===== src/design/icmp_probe_reply_matcher_top_defines.svh =====
// ----------------------------------------------------------------------------
// ICMP probe reply matcher assertion macros
// Shared concurrent assertion forms used at the end of the design modules.
// ----------------------------------------------------------------------------
`ifndef ICMP_PROBE_REPLY_MATCHER_TOP_DEFINES_SVH
`define ICMP_PROBE_REPLY_MATCHER_TOP_DEFINES_SVH

// Same-cycle implication, disabled while reset is high.
`define IPRM_ASSERT_SAME(lbl, clock, reset, ante, cons) \
  lbl: assert property (@(posedge clock) disable iff (reset) (ante) |-> (cons)) \
    else $error("iprm assertion failed");

// Next-cycle implication, disabled while reset is high.
`define IPRM_ASSERT_NEXT(lbl, clock, reset, ante, cons) \
  lbl: assert property (@(posedge clock) disable iff (reset) (ante) |=> (cons)) \
    else $error("iprm assertion failed");

`endif


===== src/design/iprm_pkg.sv =====
// ----------------------------------------------------------------------------
// ICMP probe reply matcher package
// Shared constants, the parser result type and the ttl round check.
// ----------------------------------------------------------------------------
package iprm_pkg;

  localparam int PROBES_PER_TTL = 3;

  localparam int OWN_ID_W = 20;
  localparam int TTL_W    = 8;
  localparam int CFG_W    = 20;
  localparam int CFG_IDX_W = 1;
  // Wide enough for the 12-bit round field and PROBES_PER_TTL times any ttl.
  localparam int RND_W    = 14;

  localparam logic [CFG_IDX_W-1:0] CFG_OWN_ID    = 1'b0;
  localparam logic [CFG_IDX_W-1:0] CFG_PROBE_TTL = 1'b1;

  localparam logic [7:0] KIND_ECHO_REPLY    = 8'd0;
  localparam logic [7:0] KIND_ECHO_REQUEST  = 8'd8;
  localparam logic [7:0] KIND_TIME_EXCEEDED = 8'd11;

  typedef struct packed {
    logic done;
    logic is_match;
  } iprm_result_t;

  // The round (rnd / PROBES_PER_TTL) + 1 equals ttl exactly when rnd lies in
  // the window of PROBES_PER_TTL values that starts at PROBES_PER_TTL * (ttl - 1).
  function automatic logic round_hit(input logic [11:0] rnd, input logic [TTL_W-1:0] ttl);
    logic [RND_W-1:0] base;
    logic [RND_W-1:0] lo;
    logic [RND_W-1:0] hi;
    logic [RND_W-1:0] rnd_x;
    base  = RND_W'(ttl) - RND_W'(1);
    lo    = base * RND_W'(PROBES_PER_TTL);
    hi    = lo + RND_W'(PROBES_PER_TTL);
    rnd_x = RND_W'(rnd);
    return (ttl != '0) && (rnd_x >= lo) && (rnd_x < hi);
  endfunction

endpackage


===== src/design/iprm_parser.sv =====
// ----------------------------------------------------------------------------
// ICMP probe reply matcher byte parser
// Walks the IP and ICMP headers one byte per transaction, descending into
// quoted packets of time exceeded messages, and judges echo identifiers.
// ----------------------------------------------------------------------------
`include "icmp_probe_reply_matcher_top_defines.svh"

module iprm_parser (
  input  logic                          clk,
  input  logic                          rst,
  input  logic                          take,
  input  logic [7:0]                    packet_byte,
  input  logic                          last_byte,
  input  logic [iprm_pkg::OWN_ID_W-1:0] own_id,
  input  logic [iprm_pkg::TTL_W-1:0]    probe_ttl,
  output iprm_pkg::iprm_result_t        result
);
  import iprm_pkg::*;

  localparam logic [1:0] PH_IP_START = 2'd0;
  localparam logic [1:0] PH_IP_SKIP  = 2'd1;
  localparam logic [1:0] PH_ICMP     = 2'd2;
  localparam logic [1:0] PH_DONE     = 2'd3;

  logic [1:0]  phase, phase_next;
  logic [5:0]  byte_offset, byte_offset_next;
  logic [5:0]  header_length, header_length_next;
  logic [7:0]  icmp_kind, icmp_kind_next;
  logic [15:0] probe_ident, probe_ident_next;
  logic [7:0]  seq_high, seq_high_next;
  logic        verdict, verdict_next;

  logic [5:0]  offset_inc;
  logic        kind_known;
  logic        judge;

  assign offset_inc = byte_offset + 6'd1;
  assign kind_known = (packet_byte == KIND_TIME_EXCEEDED) ||
                      (packet_byte == KIND_ECHO_REQUEST) ||
                      (packet_byte == KIND_ECHO_REPLY);
  assign judge = ({packet_byte[3:0], probe_ident} == own_id) &&
                 round_hit({seq_high, packet_byte[7:4]}, probe_ttl);

  always_comb begin
    phase_next         = phase;
    byte_offset_next   = byte_offset;
    header_length_next = header_length;
    icmp_kind_next     = icmp_kind;
    probe_ident_next   = probe_ident;
    seq_high_next      = seq_high;
    verdict_next       = verdict;
    unique case (phase)
      PH_IP_START: begin
        if (packet_byte[3:0] < 4'd5) begin
          verdict_next = 1'b0;
          phase_next   = PH_DONE;
        end else begin
          header_length_next = {packet_byte[3:0], 2'b00};
          byte_offset_next   = 6'd1;
          phase_next         = PH_IP_SKIP;
        end
      end
      PH_IP_SKIP: begin
        byte_offset_next = offset_inc;
        if (offset_inc >= header_length) begin
          byte_offset_next = 6'd0;
          phase_next       = PH_ICMP;
        end
      end
      PH_ICMP: begin
        byte_offset_next = offset_inc;
        case (byte_offset)
          6'd0: begin
            icmp_kind_next = packet_byte;
            if (!kind_known) begin
              byte_offset_next = byte_offset;
              verdict_next     = 1'b0;
              phase_next       = PH_DONE;
            end
          end
          6'd4: probe_ident_next[15:8] = packet_byte;
          6'd5: probe_ident_next[7:0]  = packet_byte;
          6'd6: seq_high_next          = packet_byte;
          6'd7: begin
            byte_offset_next = byte_offset;
            if (icmp_kind == KIND_TIME_EXCEEDED) begin
              byte_offset_next = 6'd0;
              phase_next       = PH_IP_START;
            end else begin
              verdict_next = judge;
              phase_next   = PH_DONE;
            end
          end
          default: ;
        endcase
      end
      PH_DONE: ;
      default: ;
    endcase
  end

  assign result.done     = take && last_byte;
  assign result.is_match = (phase_next == PH_DONE) && verdict_next;

  always_ff @(posedge clk) begin
    if (rst) begin
      phase       <= PH_IP_START;
      byte_offset <= 6'd0;
      verdict     <= 1'b0;
    end else if (take) begin
      if (last_byte) begin
        phase       <= PH_IP_START;
        byte_offset <= 6'd0;
        verdict     <= 1'b0;
      end else begin
        phase       <= phase_next;
        byte_offset <= byte_offset_next;
        verdict     <= verdict_next;
      end
    end
  end

  always_ff @(posedge clk) begin
    if (take) begin
      header_length <= header_length_next;
      icmp_kind     <= icmp_kind_next;
      probe_ident   <= probe_ident_next;
      seq_high      <= seq_high_next;
    end
  end

  `IPRM_ASSERT_NEXT(a_restart_after_last, clk, rst, take && last_byte,
                    phase == PH_IP_START && byte_offset == 6'd0)
  `IPRM_ASSERT_SAME(a_skip_header_len, clk, rst, phase == PH_IP_SKIP,
                    header_length >= 6'd20)
  `IPRM_ASSERT_SAME(a_icmp_offset_range, clk, rst, phase == PH_ICMP,
                    byte_offset <= 6'd7)

endmodule


===== src/design/icmp_probe_reply_matcher_top.sv =====
// ----------------------------------------------------------------------------
// ICMP probe reply matcher
// Receives an IPv4 packet one byte per input transaction and produces one
// match verdict per packet for replies to this host's ttl probes.
// ----------------------------------------------------------------------------
// The input channel carries packet_byte and last_byte under in_valid and
// in_ready; one byte is taken per transaction, in wire order. The output
// channel carries is_match under out_valid and out_ready, with one
// transaction per packet, issued for the byte flagged by last_byte.
// The parser state is updated in the cycle the byte is taken, so the input
// sustains one transaction per clock while in_ready is high. The verdict sits
// in the output register in the cycle after the last byte is taken.
// The output register also decouples the two sides: while a verdict waits,
// bytes keep flowing; only a second verdict arriving while the first is still
// stalled holds in_ready low until out_ready frees the register.
// Synchronous reset returns the parser to the start of an IP header, empties
// the output register, and sets own_id to 0 and probe_ttl to 1. Configuration
// writes through cfg_we, cfg_index and cfg_wdata take effect in the next cycle and
// are meant to happen while no packet is in progress.
// ----------------------------------------------------------------------------
`include "icmp_probe_reply_matcher_top_defines.svh"

module icmp_probe_reply_matcher_top (
  input  logic                           clk,
  input  logic                           rst,
  input  logic                           in_valid,
  output logic                           in_ready,
  input  logic [7:0]                     packet_byte,
  input  logic                           last_byte,
  output logic                           out_valid,
  input  logic                           out_ready,
  output logic                           is_match,
  input  logic                           cfg_we,
  input  logic [iprm_pkg::CFG_IDX_W-1:0] cfg_index,
  input  logic [iprm_pkg::CFG_W-1:0]     cfg_wdata
);
  import iprm_pkg::*;

  logic [OWN_ID_W-1:0] own_id;
  logic [TTL_W-1:0]    probe_ttl;
  logic                take;
  iprm_result_t        result;

  assign in_ready = !out_valid || out_ready || !last_byte;
  assign take     = in_valid && in_ready;

  always_ff @(posedge clk) begin
    if (rst) begin
      own_id    <= '0;
      probe_ttl <= TTL_W'(1);
    end else if (cfg_we) begin
      unique case (cfg_index)
        CFG_OWN_ID:    own_id    <= cfg_wdata[OWN_ID_W-1:0];
        CFG_PROBE_TTL: probe_ttl <= cfg_wdata[TTL_W-1:0];
        default: ;
      endcase
    end
  end

  iprm_parser u_parser (
    .clk         (clk),
    .rst         (rst),
    .take        (take),
    .packet_byte (packet_byte),
    .last_byte   (last_byte),
    .own_id      (own_id),
    .probe_ttl   (probe_ttl),
    .result      (result)
  );

  always_ff @(posedge clk) begin
    if (rst) begin
      out_valid <= 1'b0;
    end else if (result.done) begin
      out_valid <= 1'b1;
    end else if (out_ready) begin
      out_valid <= 1'b0;
    end
  end

  always_ff @(posedge clk) begin
    if (result.done) begin
      is_match <= result.is_match;
    end
  end

  `IPRM_ASSERT_NEXT(a_last_gives_result, clk, rst, take && last_byte, out_valid)
  `IPRM_ASSERT_NEXT(a_no_spurious_result, clk, rst,
                    take && !last_byte && (!out_valid || out_ready), !out_valid)
  `IPRM_ASSERT_SAME(a_result_from_last, clk, rst, $rose(out_valid),
                    $past(in_valid && in_ready && last_byte))

endmodule

===== config.mk =====
export PLATFORM = sky130hd
export DESIGN_NAME = icmp_probe_reply_matcher_top
export DESIGN_NICKNAME = d
export VERILOG_FILES = /design/src/design/iprm_pkg.sv /design/src/design/iprm_parser.sv /design/src/design/icmp_probe_reply_matcher_top.sv
export VERILOG_INCLUDE_DIRS = /design/src /design/src/design
export SDC_FILE = /design/constraint.sdc
export NUM_CORES = 1
export LEC_CHECK = 0
export BUFFER_PORTS_ARGS = -buffer_cell sky130_fd_sc_hd__buf_2
export CAP_MARGIN = 40
export CORE_UTILIZATION = 52
export DETAILED_ROUTE_END_ITERATION = 10
export MAX_ROUTING_LAYER = met4
export PLACE_DENSITY = 0.82
export REMOVE_ABC_BUFFERS = 1
export SKIP_LAST_GASP = 1
export SYNTH_ARGS = -nofsm -noshare
export SYNTH_HDL_FRONTEND = slang
export SYNTH_HIERARCHICAL = 1
export SYNTH_SLANG_ARGS = --single-unit

===== constraint.sdc =====
create_clock -name clk -period 10.1 [get_ports clk]
set_clock_uncertainty 0.05 [all_clocks]
set_input_delay 1.01 -clock clk [delete_from_list [all_inputs] [get_ports clk]]
set_output_delay 1.01 -clock clk [all_outputs]
set_load 0.005 [all_outputs]

# [Word level (Yosys, flattened, before mapping)]
# Index checks and enable logic that the tools add are counted.
[op_classes] add_sub_neg=3 multipliers=1 magnitude_cmp=4 n_eq_ne=14 mux=22 bitwise=2 reduce_logical=26
[op_table] op="$mux 6" count=5
[op_table] op="$eq 6x3->1 const B" count=4
[op_table] op="$eq 8x4->1 const B" count=3
[op_table] op="$eq 20x20->1" count=1
[op_table] op="$pmux 6 s3" count=1
[op_table] op="$reduce_and 3->1" count=5
[op_table] op="$add 14x2->14 const B" count=1
[op_table] op="$ge 12x14->1" count=1
[op_table] op="$lt 12x14->1" count=1
[op_table] op="$mul 14x2->14 const B" count=1
[op_table] op="$pmux 6 s2" count=1
[op_table] op="$mux 2" count=5
[op_table] op="$sub 8x1->9 const B" count=1
[op_table] op="$logic_not 8->1" count=1
[op_table] op="$ne 4x3->1 const B" count=2
[op_table] op="$reduce_bool 8->1" count=1
[op_table] op="$add 6x1->6 const B" count=1
[op_table] op="$ge 6x6->1" count=1
[op_table] op="$logic_and 1x1->1" count=6
[op_table] op="$logic_not 6->1" count=1
[op_table] op="$mux 1" count=6
[op_table] op="$pmux 2 s3" count=1
[op_table] op="$reduce_and 5->1" count=1
[op_table] op="$eq 2x2->1 const B" count=2
[op_table] op="other kinds (12)" count=19
[word_totals] ff_bits=75 inputBits=35 out_inout_bits=3 word_cells=84

# [Depth between registers and ports, before layout]
# Gate-level depths: netlist of run 1.
[depth] ltp_word=10 mapped_depth=22 mapped_depth_nobuf=22

# [By module]
# The synthesis of run 1 kept the hierarchy.
[by_module_without_submodules] module="iprm_parser" instances=1 cells_each=349 area_each_um2=3522.1 seq_area_each_um2=1261.2
[by_module_without_submodules] module="icmp_probe_reply_matcher_top" instances=1 cells_each=122 area_each_um2=1305.0 seq_area_each_um2=610.6

# [Worst setup path before layout of run 1]
# OpenSTA, ideal clock, no wires.
[synth_timing] kind="register to register" start="register probe_ttl[0]" end="register u_parser.verdict" setup_ns=0.087 arrival_ns=4.447 t_required_ns=9.963 path_slack_ns=5.516 stages_incl_launch_ff=23 path_buffers=0 path_cell_list="dfxtp_1 > inv_1 > ha_1 > xor2_1 > ha_1 > ha_1 > inv_1 > fa_1 > nor2b_1 > o21a_1 > o21ai_0 > a21oi_1 > nor4b_1 > nand2_1 > o31ai_1 > ha_1 > nand2_1 > o2111ai_1 > nor4_1 > and4_1 > o2111ai_1 > o31a_1 > o31ai_1"
[synth_between] elab_chain_cells=10
[synth_lines] element="start, declared" line="icmp_probe_reply_matcher_top.sv:40" text="logic [TTL_W-1:0] probe_ttl;"
[synth_lines] element="start signal, assigned" line="icmp_probe_reply_matcher_top.sv:54" text="CFG_PROBE_TTL: probe_ttl <= cfg_wdata[TTL_W-1:0];"
[synth_lines] element="$sub 8x1->9" line="iprm_pkg.sv:35" text="base = RND_W'(ttl) - RND_W'(1);"
[synth_lines] element="$mul 14x2->14" line="iprm_pkg.sv:36" text="lo = base * RND_W'(PROBES_PER_TTL);"
[synth_lines] element="$add 14x2->14 or $ge 12x14->1 (tied branches)" line="iprm_pkg.sv:37, iprm_pkg.sv:39"
[synth_lines] element="$lt 12x14->1 or $logic_and 1x1->1 (tied branches)" line="iprm_pkg.sv:39" text="return (ttl != '0) && (rnd_x >= lo) && (rnd_x < hi);"
[synth_lines] element="$logic_and 1x1->1 (*)" line="iprm_pkg.sv:39"
[synth_lines] element="$logic_and 1x1->1 (*)" line="iprm_parser.sv:41" text="assign judge = ({packet_byte[3:0], probe_ident} == own_id) &&"
[synth_lines] element="$mux 1 (*)" line="iprm_parser.sv:86" text="if (icmp_kind == KIND_TIME_EXCEEDED) begin"
[synth_lines] element="$pmux 1 s2 (*)" line="iprm_parser.sv:72" text="case (byte_offset)"
[synth_lines] element="$pmux 1 s2 (*)" line="iprm_parser.sv:52" text="unique case (phase)"
[synth_lines] element="$mux 1 (*)" line="iprm_parser.sv:111" text="if (last_byte) begin"
[synth_lines] element="end signal, assigned" line="iprm_parser.sv:118" text="verdict <= verdict_next;"
[synth_lines] element="end, declared" line="iprm_parser.sv:31" text="logic verdict, verdict_next;"
# Mark *: on every way between the ends. The rest lies on a longest branch, timed or not.
# A chain may end at the register's enable or synchronous reset.

# [Final worst setup path of run 1]
# Ends and elaborated chain as after synthesis.

==> results of run 1 <==
[cell families (layout without fill, tap and decap cells)]
family / count (synthesis) / count (layout)
adders and majority gates: 55 / 55
DFF: 75 / 75
AOI/OAI and AO/OA: 93 / 93
buffers and inverters: 39 / 80
muxes: 14 / 14
xor gates and xnor gates: 43 / 43
and+or+nand+nor: 152 / 152
[worst max-delay path: stages (launching register included)]
cell	delay (ns)
dfxtp_1	0.50
inv_1	0.17
ha_1	0.29
xor2_1	0.28
ha_1	0.29
ha_1	0.21
inv_1	0.08
fa_1	0.20
nor2b_1	0.05
o21a_1	0.18
o21ai_0	0.36
a21oi_1	0.17
nor4b_1	0.49
nand2_1	0.16
o31ai_1	0.23
ha_1	0.29
nand2_1	0.08
o2111ai_1	0.12
nor4_1	0.29
and4_1	0.23
o2111ai_1	0.14
o31a_1	0.27
o31ai_1	0.17
[how the worst max path moves through the flow]
stage / startpoint / to / depth (start not counted)
floorplan: probe_ttl[0]$_SDFFE_PP1P_ / u_parser/verdict$_SDFFE_PP0P_ / 22
global placement: probe_ttl[0]$_SDFFE_PP1P_ / u_parser/verdict$_SDFFE_PP0P_ / 22
detailed placement: probe_ttl[0]$_SDFFE_PP1P_ / u_parser/verdict$_SDFFE_PP0P_ / 22
CTS: probe_ttl[0]$_SDFFE_PP1P_ / u_parser/verdict$_SDFFE_PP0P_ / 22
global route: probe_ttl[0]$_SDFFE_PP1P_ / u_parser/verdict$_SDFFE_PP0P_ / 22
finish: probe_ttl[0]$_SDFFE_PP1P_ / u_parser/verdict$_SDFFE_PP0P_ / 22
[final cells by class]
type	instances	area, um2
Clock buffer	12	156
Fill cell	732	3580
Timing Repair Buffer	37	185
Inverter	27	101
Sequential cell	75	1870
Clock inverter	4	47.5
Multi-Input combinational cell	357	2770
Tap cell	108	135
[flip-flops by register name, indices dropped and copies added (netlist names), 2 cells and up]
| name | cells |
|---|---|
| u_parser/byte_offset | 6 |
| u_parser/probe_ident | 16 |
| u_parser/phase | 2 |
| u_parser/icmp_kind | 8 |
| own_id | 20 |
| u_parser/seq_high | 8 |
| probe_ttl | 8 |
| u_parser/header_length | 4 |
[power by group]
part           switching [mW]  internal, mW  total (mW)
clock                   0.104         0.129       0.233
combinational          0.0857        0.0662       0.152
sequential            0.00722         0.327       0.334
[Yosys cell counts, types with 4 or more instances]
cell	n	area [um2]
a21o_1	7	52.6
mux2i_1	14	140
nand4_1	6	37.5
nor3_1	7	35.0
nand2_1	22	82.6
a21oi_1	15	75.1
and3_1	5	31.3
ha_1	54	676
nand3_1	9	45.0
edfxtp_1	37	1110
inv_1	27	101
dfxtp_1	38	761
nand4bb_1	13	146
a31oi_1	6	37.5
a211oi_1	5	37.5
xnor2_1	38	333
xor2_1	5	43.8
o21ai_0	35	175
nor2_1	16	60.1
or4_1	4	30.0
nand2b_1	39	244
[per-layer routing]
| layer | global-route usage | vias to the layer above | part of all wire |
|---|---|---|---|
| met3 | 0.0308 | 12 | 0.033 |
| met5 | - | - | 0 |
| met4 | 0.0735 | 0 | 0.015 |
| met1 | 0.268 | 1723 | 0.45 |
| met2 | 0.406 | 67 | 0.50 |
| li1 | - | 1787 | - |
[through the flow]
step                hold WS, ns  total power [mW]  setup slack [ns]
global route              0.467             0.758              4.32
finish                    0.435             0.719              4.72
global placement          0.424             0.483              5.17
floorplan                 0.410             0.445              5.52
detailed placement        0.428             0.491              4.76
CTS                       0.440             0.722              4.75
==> metrics.txt, run 1 <==
# TYPE chip_impl_metric gauge
chip_impl_metric{name="max-slew-margin-rel",unit=""} 0.467
chip_impl_metric{name="synth_warnings",unit=""} 6
chip_impl_info{name="largest_family_of_logic_cells_by_synthesized_area",value="simple AND/OR/NAND/NOR gates"} 1
chip_impl_metric{name="clk_latency",unit="ns"} 0.34
chip_impl_metric{name="min_path_cells",unit=""} 2
chip_impl_metric{name="floorplan.die.height",unit="um"} 98.4
chip_impl_metric{name="worstPathRequired",unit="ns"} 10.31
chip_impl_info{name="status",value="completed"} 1
chip_impl_metric{name="drt.antenna.violating_nets",unit=""} 0
chip_impl_metric{name="pwr_density_cell",unit="nW/um2"} 136
chip_impl_metric{name="detail_route.wirelength",unit="mm"} 9.89
chip_impl_metric{name="synth_compound_area_frac",unit=""} 0.125
chip_impl_metric{name="die_w",unit="um"} 98.4
chip_impl_metric{name="initial_core_util",unit=""} 0.546
chip_impl_metric{name="number_of_h_tree_levels",unit=""} 3
chip_impl_metric{name="post_synthesis_share_of_cell_area_spent_on_full_adders_half_adders_and_majority_gates",unit=""} 0.144
chip_impl_info{name="start_kind",value="register"} 1
chip_impl_metric{name="grt_util_all_layers",unit=""} 0.229
chip_impl_metric{name="cts.hold.buffers_added",unit=""} 0
chip_impl_info{name="mostFrequentLayoutCells",value="ha_1, nand2b_1, dfxtp_1, xnor2_1"} 1
chip_impl_metric{name="detail_route.wl_per_cell",unit="um"} 16.0
chip_impl_info{name="rsz0062_at_grt",value="no"} 1
chip_impl_metric{name="post_cts.resized_instances",unit=""} 0
chip_impl_metric{name="reg2reg_setup_slack",unit="ns"} 4.72
chip_impl_metric{name="finalMaxSlewViolations",unit=""} 0
chip_impl_metric{name="firstDrtPassIters",unit=""} 4
chip_impl_metric{name="synth.area.mux_share",unit=""} 0.0290
chip_impl_metric{name="post_route_cells_drive_above_1_share",unit=""} 0.125
chip_impl_metric{name="min_period",unit="ns"} 5.38
chip_impl_metric{name="area_growth_syn_to_layout",unit="%"} 9.20
chip_impl_metric{name="number_of_global_route_vias_before_repair",unit=""} 3701
chip_impl_metric{name="hold_viol",unit=""} 0
chip_impl_metric{name="synthArstFlopShare",unit=""} 0
chip_impl_metric{name="clock.fmax",unit="MHz"} 186
chip_impl_metric{name="clock_transition_at_the_registers_of_the_reported_paths",unit="ns"} 0.07
chip_impl_metric{name="worstPathArrival",unit="ns"} 5.59
chip_impl_metric{name="dp_hpwl",unit="mm"} 7.33
chip_impl_info{name="end_kind",value="register"} 1
chip_impl_metric{name="fp.coreArea",unit="um2"} 8850
chip_impl_metric{name="drt_iter0_drc",unit=""} 172
chip_impl_metric{name="leakage",unit="nW"} 2.06
chip_impl_metric{name="placed_cells_incl_taps",unit=""} 604
chip_impl_metric{name="finalCoreUtilization",unit=""} 0.596
chip_impl_metric{name="cts_setup_buffers",unit=""} 0
chip_impl_info{name="mostFrequentLayoutCell",value="ha_1"} 1
chip_impl_metric{name="cap_viol_max_count",unit=""} 0
chip_impl_metric{name="layoutNonFillerInstCount",unit=""} 620
chip_impl_metric{name="path_max_fanout",unit=""} 8
chip_impl_metric{name="setup_viol_count_final",unit=""} 0
chip_impl_metric{name="antenna_found_initial",unit=""} 0
chip_impl_info{name="r2r_end",value="u_parser/verdict$_SDFFE_PP0P_"} 1
chip_impl_info{name="hold_start",value="out_valid$_SDFFE_PP0P_"} 1
chip_impl_metric{name="global_route_wire_length_before_repair",unit="mm"} 17.1
chip_impl_metric{name="synthDistinctLibCells",unit=""} 61
chip_impl_metric{name="layout_worst_path_cycle_share",unit=""} 0.533
chip_impl_metric{name="avgSynthCellArea",unit="um2"} 10.2
chip_impl_metric{name="antenna_cells_inserted",unit=""} 0
chip_impl_metric{name="irDropWorstVdd",unit="V"} 0.000119
chip_impl_info{name="hold_worst_path_end",value="out_valid$_SDFFE_PP0P_"} 1
chip_impl_metric{name="die_area",unit="um2"} 9670
chip_impl_metric{name="post_synth_instance_area",unit="um2"} 4830
chip_impl_metric{name="synth_seq_cells",unit=""} 75
chip_impl_info{name="holdCritPathClass",value="register to register"} 1
chip_impl_info{name="tritoncts",value="yes"} 1
chip_impl_metric{name="r2r_cells",unit=""} 22
chip_impl_metric{name="worst_pin_slew",unit="ns"} 0.800
chip_impl_metric{name="setup-tns-final",unit="ns"} 0
chip_impl_info{name="yosys_most_used_dff",value="dfxtp_1"} 1
chip_impl_metric{name="ys_seq_area_frac",unit=""} 0.388
chip_impl_metric{name="cts_inserted_buffers",unit=""} 9
chip_impl_metric{name="avg_vias_per_cell",unit=""} 5.79
chip_impl_metric{name="floorplan.io_pins",unit=""} 38
chip_impl_metric{name="syn-instance-count",unit=""} 471
chip_impl_metric{name="share_of_synthesized_cell_area_in_and_or_nand_and_nor_gates",unit=""} 0.199
chip_impl_metric{name="dr_total_vias",unit=""} 3589
chip_impl_metric{name="ctsLongestPathBuffers",unit=""} 2
chip_impl_metric{name="xor_xnor_share_of_the_synthesized_area",unit=""} 0.0780
chip_impl_metric{name="finish.net_count",unit=""} 597
chip_impl_metric{name="num_rows",unit=""} 34
chip_impl_info{name="critPathKind",value="register to register"} 1
chip_impl_metric{name="gr-total-overflow",unit=""} 0
chip_impl_metric{name="placed_cell_area",unit="um2"} 5070
chip_impl_metric{name="number_of_enable_flip_flop_cells_after_synthesis",unit=""} 37
chip_impl_metric{name="largest_net_degree_at_the_start_of_global_routing",unit=""} 59
chip_impl_metric{name="io_buffers",unit=""} 37
chip_impl_info{name="cts_root_buf",value="clkbuf_8"} 1
chip_impl_info{name="timing.rr.start",value="probe_ttl[0]$_SDFFE_PP1P_"} 1
chip_impl_metric{name="routabilityCongestion",unit=""} 0.895
chip_impl_metric{name="remaining_drc_errors",unit=""} 0
chip_impl_metric{name="final_area",unit="um2"} 5270
chip_impl_metric{name="cts.sinks",unit=""} 75
No activity file was read; power rests on OpenSTA's default activity.
==> inputs of run 2 (changes only) <==
- clock period: 10.1 -> 5.4 ns (I/O delays scaled with it)
==> run 2 against run 1 <==
- register-to-register slack got worse by 4.5 ns
- design area up 0.57%
- flip-flop and latch count is the same
- cell count increased by 0.16%
- critical path type unchanged
- global-route usage did not move
- die area unchanged
- first-iteration DRC count grew 30%
- non-clock buffer count up 1
- clock power up 87%
- combinational power is 91% higher
==> metrics.txt, run 2 (same netlist as run 1, synthesis figures left out) <==
# TYPE chip_impl_metric gauge
chip_impl_metric{name="post_route_cells_drive_above_1_share",unit=""} 0.135
chip_impl_metric{name="worst_pin_slew",unit="ns"} 0.782
chip_impl_metric{name="setup_viol_count_final",unit=""} 0
chip_impl_metric{name="setup-tns-final",unit="ns"} 0
chip_impl_metric{name="largest_net_degree_at_the_start_of_global_routing",unit=""} 59
chip_impl_metric{name="min_path_cells",unit=""} 3
chip_impl_metric{name="antenna_found_initial",unit=""} 0
chip_impl_metric{name="floorplan.io_pins",unit=""} 38
chip_impl_metric{name="num_rows",unit=""} 34
chip_impl_metric{name="worstPathRequired",unit="ns"} 5.61
chip_impl_metric{name="antenna_cells_inserted",unit=""} 0
chip_impl_metric{name="global_route_wire_length_before_repair",unit="mm"} 17.1
chip_impl_metric{name="place_ws",unit="ns"} 0.0630
chip_impl_metric{name="path_max_fanout",unit=""} 8
chip_impl_metric{name="detail_route.wirelength",unit="mm"} 10.1
chip_impl_info{name="tritoncts",value="yes"} 1
chip_impl_metric{name="dp_hpwl",unit="mm"} 7.33
chip_impl_metric{name="cts_inserted_buffers",unit=""} 9
chip_impl_metric{name="worstPathArrival",unit="ns"} 5.34
chip_impl_metric{name="firstDrtPassIters",unit=""} 5
chip_impl_metric{name="drt.antenna.violating_nets",unit=""} 0
chip_impl_metric{name="routabilityCongestion",unit=""} 0.895
chip_impl_metric{name="postLayoutSetupSlackWorst",unit="ns"} 0.267
chip_impl_metric{name="irDropWorstVdd",unit="V"} 0.000223
chip_impl_metric{name="cap_viol_max_count",unit=""} 0
chip_impl_metric{name="clk_latency",unit="ns"} 0.34
chip_impl_metric{name="min_period",unit="ns"} 5.13
chip_impl_metric{name="detail_route.wl_per_cell",unit="um"} 16.2
chip_impl_metric{name="initial_core_util",unit=""} 0.546
chip_impl_metric{name="cts.hold.buffers_added",unit=""} 0
chip_impl_info{name="mostFrequentLayoutCells",value="ha_1, nand2b_1"} 1
chip_impl_info{name="mostFrequentLayoutCell",value="ha_1"} 1
chip_impl_metric{name="remaining_drc_errors",unit=""} 0
chip_impl_info{name="cts_root_buf",value="clkbuf_8"} 1
chip_impl_metric{name="fillerInstances",unit=""} 732
chip_impl_info{name="critPathKind",value="register to register"} 1
chip_impl_info{name="start_kind",value="register"} 1
chip_impl_metric{name="reg2reg_setup_slack",unit="ns"} 0.27
chip_impl_metric{name="number_of_global_route_vias_before_repair",unit=""} 3701
chip_impl_metric{name="cts.sinks",unit=""} 75
chip_impl_metric{name="layout_worst_path_cycle_share",unit=""} 0.951
chip_impl_metric{name="floorplan.die.height",unit="um"} 98.4
chip_impl_metric{name="finish.net_count",unit=""} 598
chip_impl_metric{name="leakage",unit="nW"} 2.07
chip_impl_info{name="end_kind",value="register"} 1
chip_impl_info{name="top_register",value="own_id"} 1
chip_impl_metric{name="gr-total-overflow",unit=""} 0
chip_impl_metric{name="ctsLongestPathBuffers",unit=""} 2
chip_impl_metric{name="finalCoreUtilization",unit=""} 0.599
chip_impl_metric{name="die_area",unit="um2"} 9670
chip_impl_metric{name="dr_total_vias",unit=""} 3646
chip_impl_info{name="holdCritPathClass",value="input port to register"} 1
chip_impl_metric{name="hold-worst-slack",unit="ns"} 0.401
chip_impl_metric{name="hold_viol",unit=""} 0
chip_impl_metric{name="number_of_h_tree_levels",unit=""} 3
chip_impl_metric{name="fp.coreArea",unit="um2"} 8850
chip_impl_metric{name="max-slew-margin-rel",unit=""} 0.479
chip_impl_info{name="largest_registers",value="own_id x20, u_parser/probe_ident x16"} 1
chip_impl_metric{name="io_buffers",unit=""} 37
chip_impl_metric{name="area_growth_syn_to_layout",unit="%"} 9.82
chip_impl_metric{name="grt_util_all_layers",unit=""} 0.229
chip_impl_metric{name="clock_transition_at_the_registers_of_the_reported_paths",unit="ns"} 0.08
chip_impl_metric{name="flip_flop_count_of_the_largest_register_after_layout",unit=""} 20
chip_impl_metric{name="pwr_density_cell",unit="nW/um2"} 255
chip_impl_metric{name="finalMaxSlewViolations",unit=""} 0
chip_impl_metric{name="r2r_cells",unit=""} 20
chip_impl_metric{name="die_w",unit="um"} 98.4
chip_impl_info{name="status",value="completed"} 1
chip_impl_metric{name="clock.fmax",unit="MHz"} 195
chip_impl_metric{name="avg_vias_per_cell",unit=""} 5.87
chip_impl_metric{name="drt_iter0_drc",unit=""} 224
==> run 2: cell count changes in the layout (fill, tap and decap cells not counted), sizes merged <==
| cell | before | now |
|---|---|---|
| buf | 37 | 38 |
==> run 2: worst max-delay path, stage by stage (launching register included) <==
cell and delay (ns):
dfxtp_2 0.42, inv_1 0.13, ha_1 0.29, xor2_2 0.24
ha_1 0.31, ha_1 0.34, a211oi_1 0.36, o21ai_0 0.20
and2_1 0.19, a21o_1 0.21, nor4b_2 0.34, nand2_1 0.15
o31ai_1 0.23, ha_1 0.29, nand2_1 0.08, o2111ai_1 0.12
nor4_1 0.29, and4_1 0.23, o2111ai_1 0.15, o31a_1 0.27
o31ai_1 0.17
==> run 2: path summary, 6_finish.rpt <==
path,endpoint,from
min,own_id[14]$_SDFFE_PP0P_,cfg_wdata[14]
max,u_parser/verdict$_SDFFE_PP0P_,probe_ttl[0]$_SDFFE_PP1P_
max reg2reg,u_parser/verdict$_SDFFE_PP0P_,probe_ttl[0]$_SDFFE_PP1P_
min reg2reg,out_valid$_SDFFE_PP0P_,out_valid$_SDFFE_PP0P_
==> run 2: routing by layer <==
layer / global-route usage / up-vias / wire (um)
met2: 0.406 / 83 / 5120
met4: 0.0735 / 0 / 151
li1: - / 1793 / -
met1: 0.268 / 1758 / 4460
met5: - / - / 0
met3: 0.0308 / 12 / 332
==> run 2: where the power goes <==
| part | leakage (nW) | internal [mW] | switching (mW) |
|---|---|---|---|
| registers | 0.644 | 0.611 | 0.0137 |
| clock network | 0.103 | 0.240 | 0.195 |
| logic | 1.33 | 0.127 | 0.164 |
| total | 2.07 | 0.979 | 0.373 |
==> run 2: final cells by class <==
type	instances	area (um2)	area share
sequential	75	1870	0.353
inverter	27	101	0.0191
clock inverter	4	47.5	0.00897
clock buffer	12	156	0.0295
tap	108	135	0.0255
multi-input combinational	357	2800	0.527
timing repair buffer	38	193	0.0363
==> run 2: timing repair <==
item / CTS / global route
endpoints found under the hold margin: 0 / 0
setup buffers: 0 / 1
gates resized for setup: 0 / 5
endpoints found under the setup margin: 0 / 2
==> run 2: stage by stage <==
step                cells  power (mW)  cell area [um2]
global route          621        1.42             5300
finish                621        1.35             5300
CTS                   620        1.35             5270
detailed placement    604       0.917             5070
floorplan             459       0.833             4750
global placement      604       0.904             5070
